$ cat src/fss_pkg.sv
// Shared types, constants and codes for the fuzzy subsequence scorer.
`timescale 1ns / 1ps

package fss_pkg;

  // Sizing of the query store and the text length counter.
  localparam int MAX_QUERY_CHARS = 32;
  localparam int MAX_TEXT_LENGTH = 4096;
  localparam int QPOS_W = $clog2(MAX_QUERY_CHARS + 1);
  localparam int QIDX_W = $clog2(MAX_QUERY_CHARS);
  localparam int TPOS_W = $clog2(MAX_TEXT_LENGTH);
  localparam int QUERY_BITS = MAX_QUERY_CHARS * 8;
  localparam int RUN_W = QPOS_W;
  localparam int SCORE_W = 12;
  localparam int RESULT_W = 13;
  localparam int CFG_DATA_W = 64;
  localparam int CFG_INDEX_W = 3;
  localparam int CHARS_PER_WORD = CFG_DATA_W / 8;
  localparam int QUERY_WORDS = MAX_QUERY_CHARS / CHARS_PER_WORD;

  // Division by ten through a reciprocal multiply; exact for 12-bit lengths.
  localparam int DIV10_MUL = 6554;
  localparam int DIV10_SHIFT = 16;
  localparam int PROD_W = TPOS_W + 13;
  localparam int QUOT_W = PROD_W - DIV10_SHIFT;

  // Scoring weights.
  localparam logic [SCORE_W-1:0] BOUNDARY_BONUS = SCORE_W'(10);
  localparam logic [SCORE_W-1:0] FIRST_POS_BONUS = SCORE_W'(6);

  // Characters that matter to the boundary test.
  localparam logic [7:0] CHAR_SLASH = 8'h2F;
  localparam logic [7:0] CHAR_UNDERSCORE = 8'h5F;
  localparam logic [7:0] CHAR_DASH = 8'h2D;
  localparam logic [7:0] CHAR_DOT = 8'h2E;
  localparam logic [7:0] CHAR_SPACE = 8'h20;
  localparam logic [7:0] CHAR_UPPER_A = 8'h41;
  localparam logic [7:0] CHAR_UPPER_Z = 8'h5A;
  localparam logic [7:0] CHAR_LOWER_A = 8'h61;
  localparam logic [7:0] CHAR_LOWER_Z = 8'h7A;
  localparam logic [7:0] CASE_OFFSET = 8'h20;

  // Configuration register indexes.
  typedef enum logic [CFG_INDEX_W-1:0] {
    CFG_QUERY_LENGTH  = 3'd0,
    CFG_QUERY_CHARS_0 = 3'd1,
    CFG_QUERY_CHARS_1 = 3'd2,
    CFG_QUERY_CHARS_2 = 3'd3,
    CFG_QUERY_CHARS_3 = 3'd4
  } cfg_index_t;

  // Input beat.
  typedef struct packed {
    logic [7:0] text_byte;
    logic       byte_present;
    logic       end_of_text;
  } text_item_t;

  // Output beat.
  typedef struct packed {
    logic signed [RESULT_W-1:0] match_score;
    logic                       matched;
  } score_item_t;

  // Per-text scoring state.
  typedef struct packed {
    logic [TPOS_W-1:0]  text_position;
    logic [QPOS_W-1:0]  query_position;
    logic [RUN_W-1:0]   run_length;
    logic [SCORE_W-1:0] running_score;
    logic [7:0]         previous_byte;
  } fss_state_t;

  localparam fss_state_t STATE_RESET = '{
    text_position:  '0,
    query_position: '0,
    run_length:     '0,
    running_score:  '0,
    previous_byte:  CHAR_SLASH
  };

  // Snapshot of a finished text, handed to the result stage.
  typedef struct packed {
    logic               empty_query;
    logic               complete;
    logic [SCORE_W-1:0] score;
    logic [TPOS_W-1:0]  text_len;
  } fss_summary_t;

endpackage

$ cat src/fss_step.sv
// Next-state logic for one text byte: lowercase, compare, boundary test, score add.
`timescale 1ns / 1ps

module fss_step
  import fss_pkg::*;
(
  input  fss_state_t             state,
  input  text_item_t             item,
  input  logic [QPOS_W-1:0]      query_length,
  input  logic [QUERY_BITS-1:0]  query_flat,
  output fss_state_t             state_next,
  output fss_summary_t           summary
);

  logic [QPOS_W-1:0]  active_len;
  logic [7:0]         lower_byte;
  logic [7:0]         query_char;
  logic [QIDX_W-1:0]  query_idx;
  logic               prev_is_sep;
  logic               case_step;
  logic               boundary;
  logic [SCORE_W-1:0] gain;

  // Clamp the query length to the size of the query store.
  assign active_len = (query_length > QPOS_W'(MAX_QUERY_CHARS)) ?
                      QPOS_W'(MAX_QUERY_CHARS) : query_length;

  // ASCII lowercase of the incoming byte.
  assign lower_byte = (item.text_byte inside {[CHAR_UPPER_A:CHAR_UPPER_Z]}) ?
                      item.text_byte + CASE_OFFSET : item.text_byte;

  // Next query character to match.
  assign query_idx  = state.query_position[QIDX_W-1:0];
  assign query_char = query_flat[{query_idx, 3'b000} +: 8];

  // Word boundary: after a separator, or a lower-to-upper case step.
  assign prev_is_sep = state.previous_byte inside
                       {CHAR_SLASH, CHAR_UNDERSCORE, CHAR_DASH, CHAR_DOT, CHAR_SPACE};
  assign case_step   = (state.previous_byte inside {[CHAR_LOWER_A:CHAR_LOWER_Z]}) &&
                       (item.text_byte inside {[CHAR_UPPER_A:CHAR_UPPER_Z]});
  assign boundary    = prev_is_sep || case_step;

  // Score gained by a match at this byte.
  assign gain = SCORE_W'(1) + SCORE_W'({state.run_length, 2'b00}) +
                (boundary ? BOUNDARY_BONUS : '0) +
                ((state.text_position == '0) ? FIRST_POS_BONUS : '0);

  // State update for a present byte.
  always_comb begin
    state_next = state;
    if (item.byte_present) begin
      if (state.query_position < active_len) begin
        if (lower_byte == query_char) begin
          state_next.running_score  = state.running_score + gain;
          state_next.run_length     = state.run_length + RUN_W'(1);
          state_next.query_position = state.query_position + QPOS_W'(1);
        end else begin
          state_next.run_length = '0;
        end
      end
      state_next.previous_byte = item.text_byte;
      if (state.text_position != {TPOS_W{1'b1}}) begin
        state_next.text_position = state.text_position + TPOS_W'(1);
      end
    end
  end

  // What the result stage needs if this is the final byte.
  assign summary.empty_query = (active_len == '0);
  assign summary.complete    = (state_next.query_position >= active_len);
  assign summary.score       = state_next.running_score;
  assign summary.text_len    = state_next.text_position;

endmodule

$ cat src/fuzzy_subsequence_scorer_core.sv
// Top level: query registers, per-text state, and the two-stage result pipeline.
// Throughput: one text byte per cycle while text_stall is low; the state update is registered.
// Result path: the final byte's summary is registered in the snapshot stage, then the
// divide-by-ten multiply and subtract feed the output register once it is free.
// Reset: rst clears the query registers to zero, the text state to its start
// values (previous byte '/'), and both pipeline stages to empty.
`timescale 1ns / 1ps

module fuzzy_subsequence_scorer_core
  import fss_pkg::*;
(
  input  logic                   clk,
  input  logic                   rst,
  input  logic                   text_valid,
  output logic                   text_stall,
  input  text_item_t             text_item,
  output logic                   score_valid,
  input  logic                   score_stall,
  output score_item_t            score_item,
  input  logic                   cfg_write,
  input  logic [CFG_INDEX_W-1:0] cfg_index,
  input  logic [CFG_DATA_W-1:0]  cfg_data
);

  logic [QPOS_W-1:0]     query_length;
  logic [CFG_DATA_W-1:0] query_chars [QUERY_WORDS];
  logic [QUERY_BITS-1:0] query_flat;

  fss_state_t   state;
  fss_state_t   state_next;
  fss_summary_t summary;

  fss_summary_t s1;
  logic         s1_valid;
  logic         s1_advance;
  logic         text_accept;

  logic [PROD_W-1:0]          product;
  logic [QUOT_W-1:0]          quotient;
  logic signed [RESULT_W-1:0] final_score;
  score_item_t                result;

  // Configuration writes.
  always_ff @(posedge clk) begin
    if (rst) begin
      query_length <= '0;
      for (int i = 0; i < QUERY_WORDS; i++) begin
        query_chars[i] <= '0;
      end
    end else if (cfg_write) begin
      case (cfg_index)
        CFG_QUERY_LENGTH:  query_length   <= cfg_data[QPOS_W-1:0];
        CFG_QUERY_CHARS_0: query_chars[0] <= cfg_data;
        CFG_QUERY_CHARS_1: query_chars[1] <= cfg_data;
        CFG_QUERY_CHARS_2: query_chars[2] <= cfg_data;
        CFG_QUERY_CHARS_3: query_chars[3] <= cfg_data;
        default: ;
      endcase
    end
  end

  // Character 0 sits in the low byte of the first word.
  always_comb begin
    for (int i = 0; i < QUERY_WORDS; i++) begin
      query_flat[i*CFG_DATA_W +: CFG_DATA_W] = query_chars[i];
    end
  end

  // Handshake: the snapshot stage moves on when the output register is free.
  assign s1_advance  = s1_valid && (!score_valid || !score_stall);
  assign text_stall  = s1_valid && !s1_advance;
  assign text_accept = text_valid && !text_stall;

  fss_step u_step (
    .state        (state),
    .item         (text_item),
    .query_length (query_length),
    .query_flat   (query_flat),
    .state_next   (state_next),
    .summary      (summary)
  );

  // Per-text state; the final byte returns it to the start values.
  always_ff @(posedge clk) begin
    if (rst) begin
      state <= STATE_RESET;
    end else if (text_accept) begin
      state <= text_item.end_of_text ? STATE_RESET : state_next;
    end
  end

  // Snapshot stage.
  always_ff @(posedge clk) begin
    if (rst) begin
      s1_valid <= 1'b0;
    end else if (text_accept && text_item.end_of_text) begin
      s1_valid <= 1'b1;
    end else if (s1_advance) begin
      s1_valid <= 1'b0;
    end
  end

  always_ff @(posedge clk) begin
    if (text_accept && text_item.end_of_text) begin
      s1 <= summary;
    end
  end

  // Length penalty: length / 10 by reciprocal multiply.
  assign product  = PROD_W'(s1.text_len) * PROD_W'(DIV10_MUL);
  assign quotient = product[PROD_W-1:DIV10_SHIFT];
  assign final_score = $signed(RESULT_W'({1'b0, s1.score})) -
                       $signed(RESULT_W'(quotient));

  // Result selection: empty query, incomplete match, or scored match.
  always_comb begin
    if (s1.empty_query) begin
      result.match_score = '0;
      result.matched     = 1'b1;
    end else if (!s1.complete) begin
      result.match_score = '1;
      result.matched     = 1'b0;
    end else begin
      result.match_score = final_score;
      result.matched     = 1'b1;
    end
  end

  // Output register.
  always_ff @(posedge clk) begin
    if (rst) begin
      score_valid <= 1'b0;
    end else if (s1_advance) begin
      score_valid <= 1'b1;
    end else if (!score_stall) begin
      score_valid <= 1'b0;
    end
  end

  always_ff @(posedge clk) begin
    if (s1_advance) begin
      score_item <= result;
    end
  end

  // An unmatched result always carries minus one.
  a_unmatched_score: assert property (@(posedge clk) disable iff (rst)
    score_valid && !score_item.matched |-> score_item.match_score == '1)
    else $error("unmatched result without minus one score");

  // The final byte leaves the text state at its start values.
  a_clear_after_end: assert property (@(posedge clk) disable iff (rst)
    text_accept && text_item.end_of_text |=>
      state.text_position == '0 && state.query_position == '0 &&
      state.running_score == '0 && state.run_length == '0)
    else $error("text state not cleared after final byte");

  // A held snapshot is never dropped.
  a_snapshot_held: assert property (@(posedge clk) disable iff (rst)
    s1_valid && !s1_advance |=> s1_valid)
    else $error("snapshot lost while output was stalled");

  // The query position never runs past the store.
  a_qpos_bound: assert property (@(posedge clk) disable iff (rst)
    state.query_position <= QPOS_W'(MAX_QUERY_CHARS))
    else $error("query position beyond query store");

endmodule

$ cat config.mk
export PLATFORM = sky130hd
export DESIGN_NAME = fuzzy_subsequence_scorer_core
export DESIGN_NICKNAME = d
export VERILOG_FILES = /design/src/fss_pkg.sv /design/src/fss_step.sv /design/src/fuzzy_subsequence_scorer_core.sv
export SDC_FILE = /design/constraint.sdc
export NUM_CORES = 1
export LEC_CHECK = 0
export BUFFER_PORTS_ARGS = -buffer_cell sky130_fd_sc_hd__buf_2
export CORE_UTILIZATION = 60
export DETAILED_ROUTE_END_ITERATION = 12
export PLACE_DENSITY = 0.78
export SETUP_SLACK_MARGIN = 0.5
export SLEW_MARGIN = 5
export SYNTH_ARGS = -nofsm -noshare
export SYNTH_HDL_FRONTEND = slang
export SYNTH_SLANG_ARGS = --single-unit
$ cat constraint.sdc
create_clock -name clk -period 15.7 [get_ports clk]
set_input_delay 2.355 -clock clk [delete_from_list [all_inputs] [get_ports clk]]
set_output_delay 2.355 -clock clk [all_outputs]
set_load 0.01 [all_outputs]
==> results.ini, run 1 <==
[setup_path]
r2r_slack_ns=8.70
cp-end-kind=flop
arrival_ns=7.38
worstRegToRegCells=24
worstReg2RegEnd=score_item[10]
rr_startpoint=s1[2]
startpoint_type=flop
required_ns=16.07
critPathKind=flop to flop
crit_fanout=5

[cts]
clockRootBuffer=clkbuf_16
numCtsBuffers=38
clk_pin_slew_ns=0.06
cts_hold_buf=0
cts.sinks=348
cts_resized=0
postCtsSetupRepairBufs=0
htreeDepth=2
cts_tree=built
clkLatencyLatePin_ns=0.53
clk_path_buf_depth=3

[routing]
via_per_inst=5.94
drtIter0Drc=851
drcViolationCount=0
ant_nets=0
routedWlPerCell_um=20.0
via_count=12500
drt-total-wl_um=41900
firstDrtPassIters=5

[worst_hold_path]
min-delay-start=state[13]
whs_endpoint=state[13]
hold_class=flop to flop
worst_hold_path.num_cells=2

[yosys]
netlist_area_um2=19400
synth-seq-cells=348
netlist.area_leader.share_pct=45.7
synth.area.top_cells=edfxtp_1 (46%), and2_1 (8.5%), ha_1 (8.0%), dfxtp_1 (5.4%), mux4_2 (4.5%)
synth_edf_count=296
syn_inst=1585
yosys.area.top_type=edfxtp_1
synth.distinct_cells=78
ys_seq_area_share_pct=51.1
ys.flop_type=edfxtp_1
synthArstFlopShare_pct=0
syn_area_per_cell_um2=12.3
synth_nets=1833
ys_warn_count=0

[global_routing]
grt_pass1_vias=12700
grt_pass1_wl_um=67200
antenna_found_initial=7
grt_overflow=0
grt_max_degree=65
grt.total_usage_pct=26.2

[sta]
period_share_pct=44.6
setup_violations=0
final.setup_skew_ns=0.0159
rsz0062_at_grt=false
maxSlewViolCount=0
worst_pin_slew_ns=1.27
period_needed_ns=7.00
whs_ns=0.504
fmax_ghz=0.143
tns_ns=0
hold_violations=0
worst_slack_ns=8.70
slew_headroom_pct=14.4

[pwr]
vdd_ir_drop_max_mv=0.0922
power.density_nw_per_um2=105
p_leak_nw=8.31

[placement]
io_buffers=97
placedCellCount=2030
hpwl_um=28700
gp_congestion=0.885
post-place-ws_ns=8.61

[die]
io_pins=98
die_h_um=182
dieArea_um2=33100
start_util_pct=61.3
die_w_um=182
num_rows=65
core_um2=31700

[cells_and_area]
drive_gt1_share_pct=14.0
area_growth_pct=10.6
fillers=2337
fin_nets=1916
fin_cells=2101
fin_util_pct=67.8

[flow_run]
max-cap-violations=0

[status]
status=finished clean

## layout make-up
| cell class | count | area (um2) | share of cell area [%] |
|---|---|---|---|
| clock buffer | 48 | 998 | 4.64 |
| inverter | 121 | 457 | 2.12 |
| tap | 402 | 503 | 2.34 |
| timing repair buffer | 115 | 621 | 2.88 |
| multi-input combinational | 1044 | 8790 | 40.9 |
| clock inverter | 21 | 204 | 0.948 |
| sequential | 348 | 9940 | 46.2 |
| antenna | 2 | 5.00 | 0.0233 |
## worst max-delay path by stage
stage	from	to	slack [ns]	cells after the start
after floorplan	cfg_index[2]	query_chars[2][0]	8.02	2
after global placement	s1[7]	score_item[10]	8.85	25
after detailed placement	s1[2]	score_item[10]	8.61	25
after CTS	s1[2]	score_item[10]	8.61	25
after global routing	s1[2]	score_item[10]	8.17	24
final	s1[2]	score_item[10]	8.70	24
## report_power, final
part           switching [mW]  total, mW  internal [mW]
registers              0.0162       1.07           1.06
logic                   0.186      0.323          0.138
clock network           0.361      0.865          0.504
total                   0.563       2.26           1.70
## synth_stat cells (12+ instances only)
cell / instances
o21ai_0: 28
nand2b_1: 12
xnor2_1: 34
inv_1: 119
a21o_1: 13
nor3_1: 29
a21oi_1: 49
mux4_2: 39
and2_1: 263
nor2_1: 61
nand2_1: 80
nand3_1: 28
ha_1: 124
dfxtp_1: 52
mux2i_1: 50
a22oi_1: 28
fa_1: 42
buf_2: 16
xor2_1: 13
edfxtp_1: 296
clkbuf_1: 48
## metrics by stage
stage	power (mW)	area, um2
after global placement	1.40	20300
after detailed placement	1.42	20300
after CTS	2.27	21500
after floorplan	1.32	19400
final	2.26	21500
after global routing	2.36	21500
## cell usage in the layout (no fill, tap or decap), types with 11 or more instances in the layout
master       n
xnor2_1     34
buf_4       18
mux4_2      39
inv_1      119
fa_1        42
and2_1     263
nand3_1     28
nand2b_1    12
a21oi_1     49
dfxtp_1     49
nor3_1      26
o21ai_0     25
edfxtp_1   296
a22oi_1     28
xor2_1      13
nor2_1      59
nor2b_1     11
ha_1       124
mux2i_1     50
a21o_1      13
buf_2       97
nand2_1     79
clkbuf_16   38
## registers in the layout (all words and copies together) (netlist names)
register and flops:
query_chars 256, query_length 6, s1 26, s1_valid 1
score_item 14, score_valid 1, state 44
## cells by family (layout without fill, tap and decap cells)
group / after synthesis / in the layout / synth area share, %
other: 0 / 2 / 0
buffers and inverters: 193 / 305 / 4.06
AO/OA/AOI/OAI: 198 / 198 / 7.07
multiplexers: 100 / 100 / 8.19
XOR/XNOR: 47 / 47 / 2.12
flip-flops: 348 / 348 / 51.1
adder cells (fa/ha/maj): 166 / 166 / 12.3
AND/OR/NAND/NOR: 533 / 533 / 15.2
## critical path: stages (launching register included)
cell and delay [ns]:
edfxtp_1 0.47, ha_1 0.40, xor2_1 0.16, ha_1 0.30
fa_1 0.53, fa_1 0.55, inv_1 0.06, fa_1 0.52
inv_1 0.04, ha_1 0.30, a21o_1 0.16, a21o_1 0.18
o31ai_1 0.52, nand2b_1 0.18, xnor2_1 0.29, ha_1 0.28
nor2b_1 0.12, o21ai_0 0.21, a21oi_1 0.12, o21ai_0 0.24
a21boi_0 0.14, o21a_1 0.19, o211a_1 0.25, or4_1 0.47
a31oi_1 0.17
## per-layer routing
metal  share of wire (%)  up-vias  track usage, %
li1                    -     5877               -
met1                  41     6086            33.6
met2                  50      397            44.7
met3                 6.3      105            4.63
met4                 3.4        6            9.51
met5               0.076        -               0
Power figures use the tool's default switching activity.
==> inputs of run 2 (changes only) <==
- CORE_UTILIZATION: 60 -> 56
- PLACE_DENSITY: 0.78 -> 0.77
- clock period: 15.7 -> 5.7 ns (I/O delays scaled with it)
==> run 2 against run 1 <==
  * The run now ends with negative setup slack left
  * Combinational power grew to 4.1 times the previous value
  * Sequential power grew to 2.8 times the previous value
  * Via count grew 3.4%
  * Global-route usage shrank 0.88 points
==> results.ini, run 2 (same netlist as run 1, synthesis figures left out) <==
[status]
status=finished, violations left
failed_checks=negative setup slack

[routing]
ant_nets=0
via_count=12900
drt-total-wl_um=44300
drcViolationCount=0
firstDrtPassIters=7
routedWlPerCell_um=19.9
via_per_inst=5.80
drtIter0Drc=897

[setup_path]
startpoint_type=flop
critPathMaxStageDelay_ns=0.51
crit_fanout=4
required_ns=5.94
critPathKind=flop to flop
cp-end-kind=flop
cp_slowest_cell=fa_1
rr_startpoint=s1[1]
crit_start=s1[1]
arrival_ns=6.42

[die]
die_w_um=188
io_pins=98
dieArea_um2=35500
core_um2=33900
num_rows=67
die_h_um=188
start_util_pct=57.4

[cts]
numCtsBuffers=38
htreeDepth=2
clkLatencyLatePin_ns=0.53
cts_tree=built
clk_pin_slew_ns=0.06
clk_path_buf_depth=3
clockRootBuffer=clkbuf_16
cts_hold_buf=0
cts.sinks=348

[pwr]
power_frac_comb_pct=19.9
p_leak_nw=8.69
vdd_ir_drop_max_mv=0.265
pwr-share-seq_pct=44.7
swShare_pct=25.9
p_sw_mw=1.71
power.density_nw_per_um2=295
clkPwrFrac_pct=35.5
p_int_mw=4.90

[placement]
io_buffers=97
gp_congestion=0.902
placed_area_um2=20800
post-place-ws_ns=-0.577
hpwl_um=30300
placedCellCount=2133

[sta]
whs_ns=0.508
rsz0062_at_grt=true
slew_headroom_pct=20.4
maxSlewViolCount=0
setup_violations=7
worst_pin_slew_ns=1.19
tns_ns=-2.27
fmax_ghz=0.162
period_needed_ns=6.18
hold_violations=0
period_share_pct=108
final.setup_skew_ns=0.0159
worst_slack_ns=-0.477

[global_routing]
grt_max_degree=65
grt_pass1_vias=13200
grt_overflow=0
grt_pass1_wl_um=70300
antenna_found_initial=8
grt.total_usage_pct=25.3

[cells_and_area]
final_common_cell=edfxtp_1
largest_register_ffs=256
fin_cells=2221
fin_nets=1988
regMostFlops=query_chars
top_regs=query_chars x256, state x44, s1 x26
postLayoutCellArea_um2=22400
most-common-layout-cells=edfxtp_1 (296), and2_1 (263), ha_1 (112)
drive_gt1_share_pct=20.1
area_growth_pct=15.0

[worst_hold_path]
hold_class=flop to flop
min-delay-start=state[15]

[flow_run]
max-cap-violations=0

==> run 2: cell types whose count changed in the layout (fill, tap and decap cells not counted), moves of 8 or more <==
cell,change
ha_1,-12
inv_1,-8
inv_2,+8
ha_4,+8
buf_4,+66
==> run 2: layout make-up <==
type / instances / area [um2]
Timing Repair Buffer: 187 / 1180
Sequential cell: 348 / 9940
Multi-Input combinational cell: 1044 / 9040
Antenna cell: 4 / 10.0
Clock inverter: 22 / 183
Tap cell: 448 / 561
Fill cell: 2479 / 11500
Clock buffer: 47 / 995
Inverter: 121 / 457
==> run 2: repair_timing <==
item,CTS,global route
resized for setup,33,9
setup buffers,11,4
setup endpoints to repair,11,12
pin swaps,64,30
==> run 2: through the flow <==
| step | util, % | power [mW] |
|---|---|---|
| finish | 66.0 | 6.61 |
| global route | 66.0 | 6.88 |
| CTS | 65.8 | 6.56 |
| detailed placement | 61.5 | 4.07 |
| global placement | 61.5 | 4.02 |
| floorplan | - | 3.70 |
==> run 2: final timing paths <==
kind | cells past startpoint | slack (ns) | to
max | 27 | -0.48 | score_item[11]
min | 2 | 0.51 | state[15]
max reg2reg | 27 | -0.48 | score_item[11]
min reg2reg | 2 | 0.51 | state[15]
==> run 2: power by group through the flow <==
stage	Sequential, mW	Clock [mW]	Combinational [mW]
6_report	2.95	2.34	1.31
3_3_place_gp	2.99	0	1.03
4_1_cts	2.95	2.38	1.23
2_1_floorplan	3.00	0	0.694
3_5_place_dp	3.00	0	1.07
5_1_grt	2.96	2.47	1.45
==> run 2: worst max-delay path: cells and delay by family (launching register included) <==
kind                       cells  cell delay, ns
DFF                            1            0.50
AOI/OAI and AO/OA             12            1.84
adders and majority gates      8            2.84
xor gates and xnor gates       2            0.28
buffers and inverters          5            0.43
==> run 2: per-layer routing <==
| layer | up-vias | wire length (um) | track usage, % |
|---|---|---|---|
| met5 | - | 52 | 0 |
| met3 | 109 | 2850 | 4.45 |
| met2 | 452 | 22100 | 43.9 |
| li1 | 6018 | - | - |
| met4 | 8 | 1400 | 9.27 |
| met1 | 6303 | 17800 | 31.8 |
==> inputs of run 3 (changes only) <==
- CAP_MARGIN: not set -> 10
- PLACE_DENSITY: 0.77 -> not set
- PLACE_DENSITY_LB_ADDON: not set -> 0.25
==> run 3 against run 2 <==
  * Global-route usage shrank 0.25 points
  * Register-to-register slack gained 0.04 ns
  * Clock skew grew 0.0063 ns
  * Utilization is essentially flat
  * Clock power is essentially flat
  * Critical path type unchanged
  * Cell area is essentially flat
  * The flow still finishes with violations (negative setup slack)
==> results.ini, run 3 (same netlist as run 1, synthesis figures left out) <==
[pwr]
totalPowerFinal_mw=6.58
power.density_nw_per_um2=295
vdd_ir_drop_max_mv=0.283
p_leak_nw=8.66

[global_routing]
grt_pass1_wl_um=69000
grt_use_met3_pct=3.15
grt_pass1_vias=12900
grtUsageMet2_pct=44.0
antenna_found_initial=3
grt_overflow=0
grt_max_degree=65
grt.total_usage_pct=25.1
grt.met1_usage_pct=32.3
grt_most_used_layer=met2

[routing]
via_count=12900
via_per_inst=5.81
drcViolationCount=0
drt-total-wl_um=44100
ant_nets=0
drtIter0Drc=780
routedWlPerCell_um=19.9
firstDrtPassIters=7

[cts]
clk_pin_slew_ns=0.06
numCtsBuffers=38
cts_hold_buf=0
clk_path_buf_depth=3
clkLatencyLatePin_ns=0.54
htreeDepth=2
cts_tree=built
cts.sinks=348
clockRootBuffer=clkbuf_16

[setup_path]
cp_slowest_cell=fa_1
worstRegToRegCells=26
crit_fanout=3
worstReg2RegEnd=score_item[10]
crit_buf_inv=4
arrival_ns=6.38
cp_top_family=adder cells
cp-end-kind=flop
required_ns=5.94
cpMostUsedCell=fa_1
startpoint_type=flop
r2r_slack_ns=-0.43
rr_startpoint=s1[2]
critPathKind=flop to flop
critPathMaxStageDelay_ns=0.51
cp.depth=26

[die]
num_rows=67
die_h_um=188
io_pins=98
dieArea_um2=35500
start_util_pct=57.4
core_um2=33900
die_w_um=188

[cells_and_area]
largest_register_ffs=256
multi_input_area_um2=9040
fillers=2531
final_common_cell=edfxtp_1
fin_util_pct=66.0
area_growth_pct=14.9
drive_gt1_share_pct=19.4
most-common-layout-cells=edfxtp_1 (296), and2_1 (263), ha_1 (115)
fin_cells=2214
regMostFlops=query_chars
fin_nets=1983
postLayoutCellArea_um2=22400
regArea_um2=9940
top_regs=query_chars x256, state x44, s1 x26

[sta]
whs_ns=0.507
worst_pin_slew_ns=1.17
final.setup_skew_ns=0.0222
rsz0062_at_grt=true
slew_headroom_pct=22.0
period_share_pct=108
maxSlewViolCount=0
worst_slack_ns=-0.433
fmax_ghz=0.163
setup_violations=8
hold_violations=0
period_needed_ns=6.13

[flow_run]
max-cap-violations=0

[placement]
placed_area_um2=20800
hpwl_um=30300
io_buffers=97
placedCellCount=2127
gp_congestion=0.901

[worst_hold_path]
worst_hold_path.num_cells=2
min-delay-start=s1_valid
hold_class=flop to flop
whs_endpoint=score_valid

[status]
status=finished, violations left
failed_checks=negative setup slack

==> run 3: changes by cell type in the layout (fill, tap and decap cells not counted), moves of 3 or more <==
cell | previous run | this run
buf_4 | 84 | 73
clkbuf_1 | 8 | 15
clkinv_2 | 7 | 2
buf_6 | 6 | 10
a21oi_1 | 43 | 40
a21oi_2 | 6 | 9
ha_1 | 112 | 115
ha_2 | 4 | 1
==> run 3: cell type report <==
type	count	area share, %
Timing Repair Buffer	182	5.31
Clock buffer	54	4.57
Tap cell	448	2.51
Multi-Input combinational cell	1044	40.5
Antenna cell	3	0.0336
Sequential cell	348	44.5
Clock inverter	14	0.627
Inverter	121	2.04
==> run 3: worst register-to-register path, cell delays in order, from the launching register on <==
cell and delay, ns:
edfxtp_1 0.41, buf_6 0.15, ha_4 0.25, xor2_2 0.19
ha_1 0.32, fa_1 0.45, fa_1 0.49, inv_1 0.05
fa_1 0.51, inv_2 0.05, ha_4 0.21, a21o_1 0.15
a21o_1 0.19, o31ai_4 0.28, nand2b_1 0.16, xnor2_2 0.17
ha_1 0.29, nor2b_1 0.15, o21ai_2 0.19, a21oi_2 0.10
o21ai_2 0.14, a21boi_1 0.08, o21a_1 0.19, o211a_1 0.22
buf_4 0.14, o31ai_2 0.22, a31oi_1 0.11
==> run 3: stage by stage <==
stage / TNS, ns / setup WS (ns)
after floorplan: -92.37 / -0.477
after global placement: -1.98 / -0.471
after detailed placement: -2.88 / -0.598
after CTS: -1.51 / -0.373
after global routing: -3.95 / -0.660
final: -2.28 / -0.433
==> run 3: worst max-delay path by stage <==
stage,startpoint,to,slack [ns]
floorplan,cfg_index[2],query_chars[2][0],-0.48
global placement,s1[1],score_item[10],-0.47
detailed placement,s1[1],score_item[10],-0.60
CTS,s1[2],score_item[13],-0.37
global route,s1[2],score_item[11],-0.66
finish,s1[2],score_item[10],-0.43
==> run 3: power breakdown <==
group / total [mW] / switching (mW) / internal (mW)
Clock: 2.32 / 0.979 / 1.35
Combinational: 1.31 / 0.660 / 0.650
Sequential: 2.95 / 0.0435 / 2.91
Total: 6.58 / 1.68 / 4.90
==> run 3: layer usage <==
metal  vias to the layer above  wire [um]  share of wire [%]
met5                         -          0                  0
met2                       352      22300                 51
met4                         0       1270                2.9
met1                      6412      18500                 42
li1                       6010          -                  -
met3                        89       2080                4.7
==> run 3: what timing repair did <==
action | in CTS | in global routing
gates resized for setup | 30 | 13
pin swaps | 56 | 14
setup buffers | 11 | 4
endpoints found under the setup margin | 12 | 11
gates cloned | 0 | 0
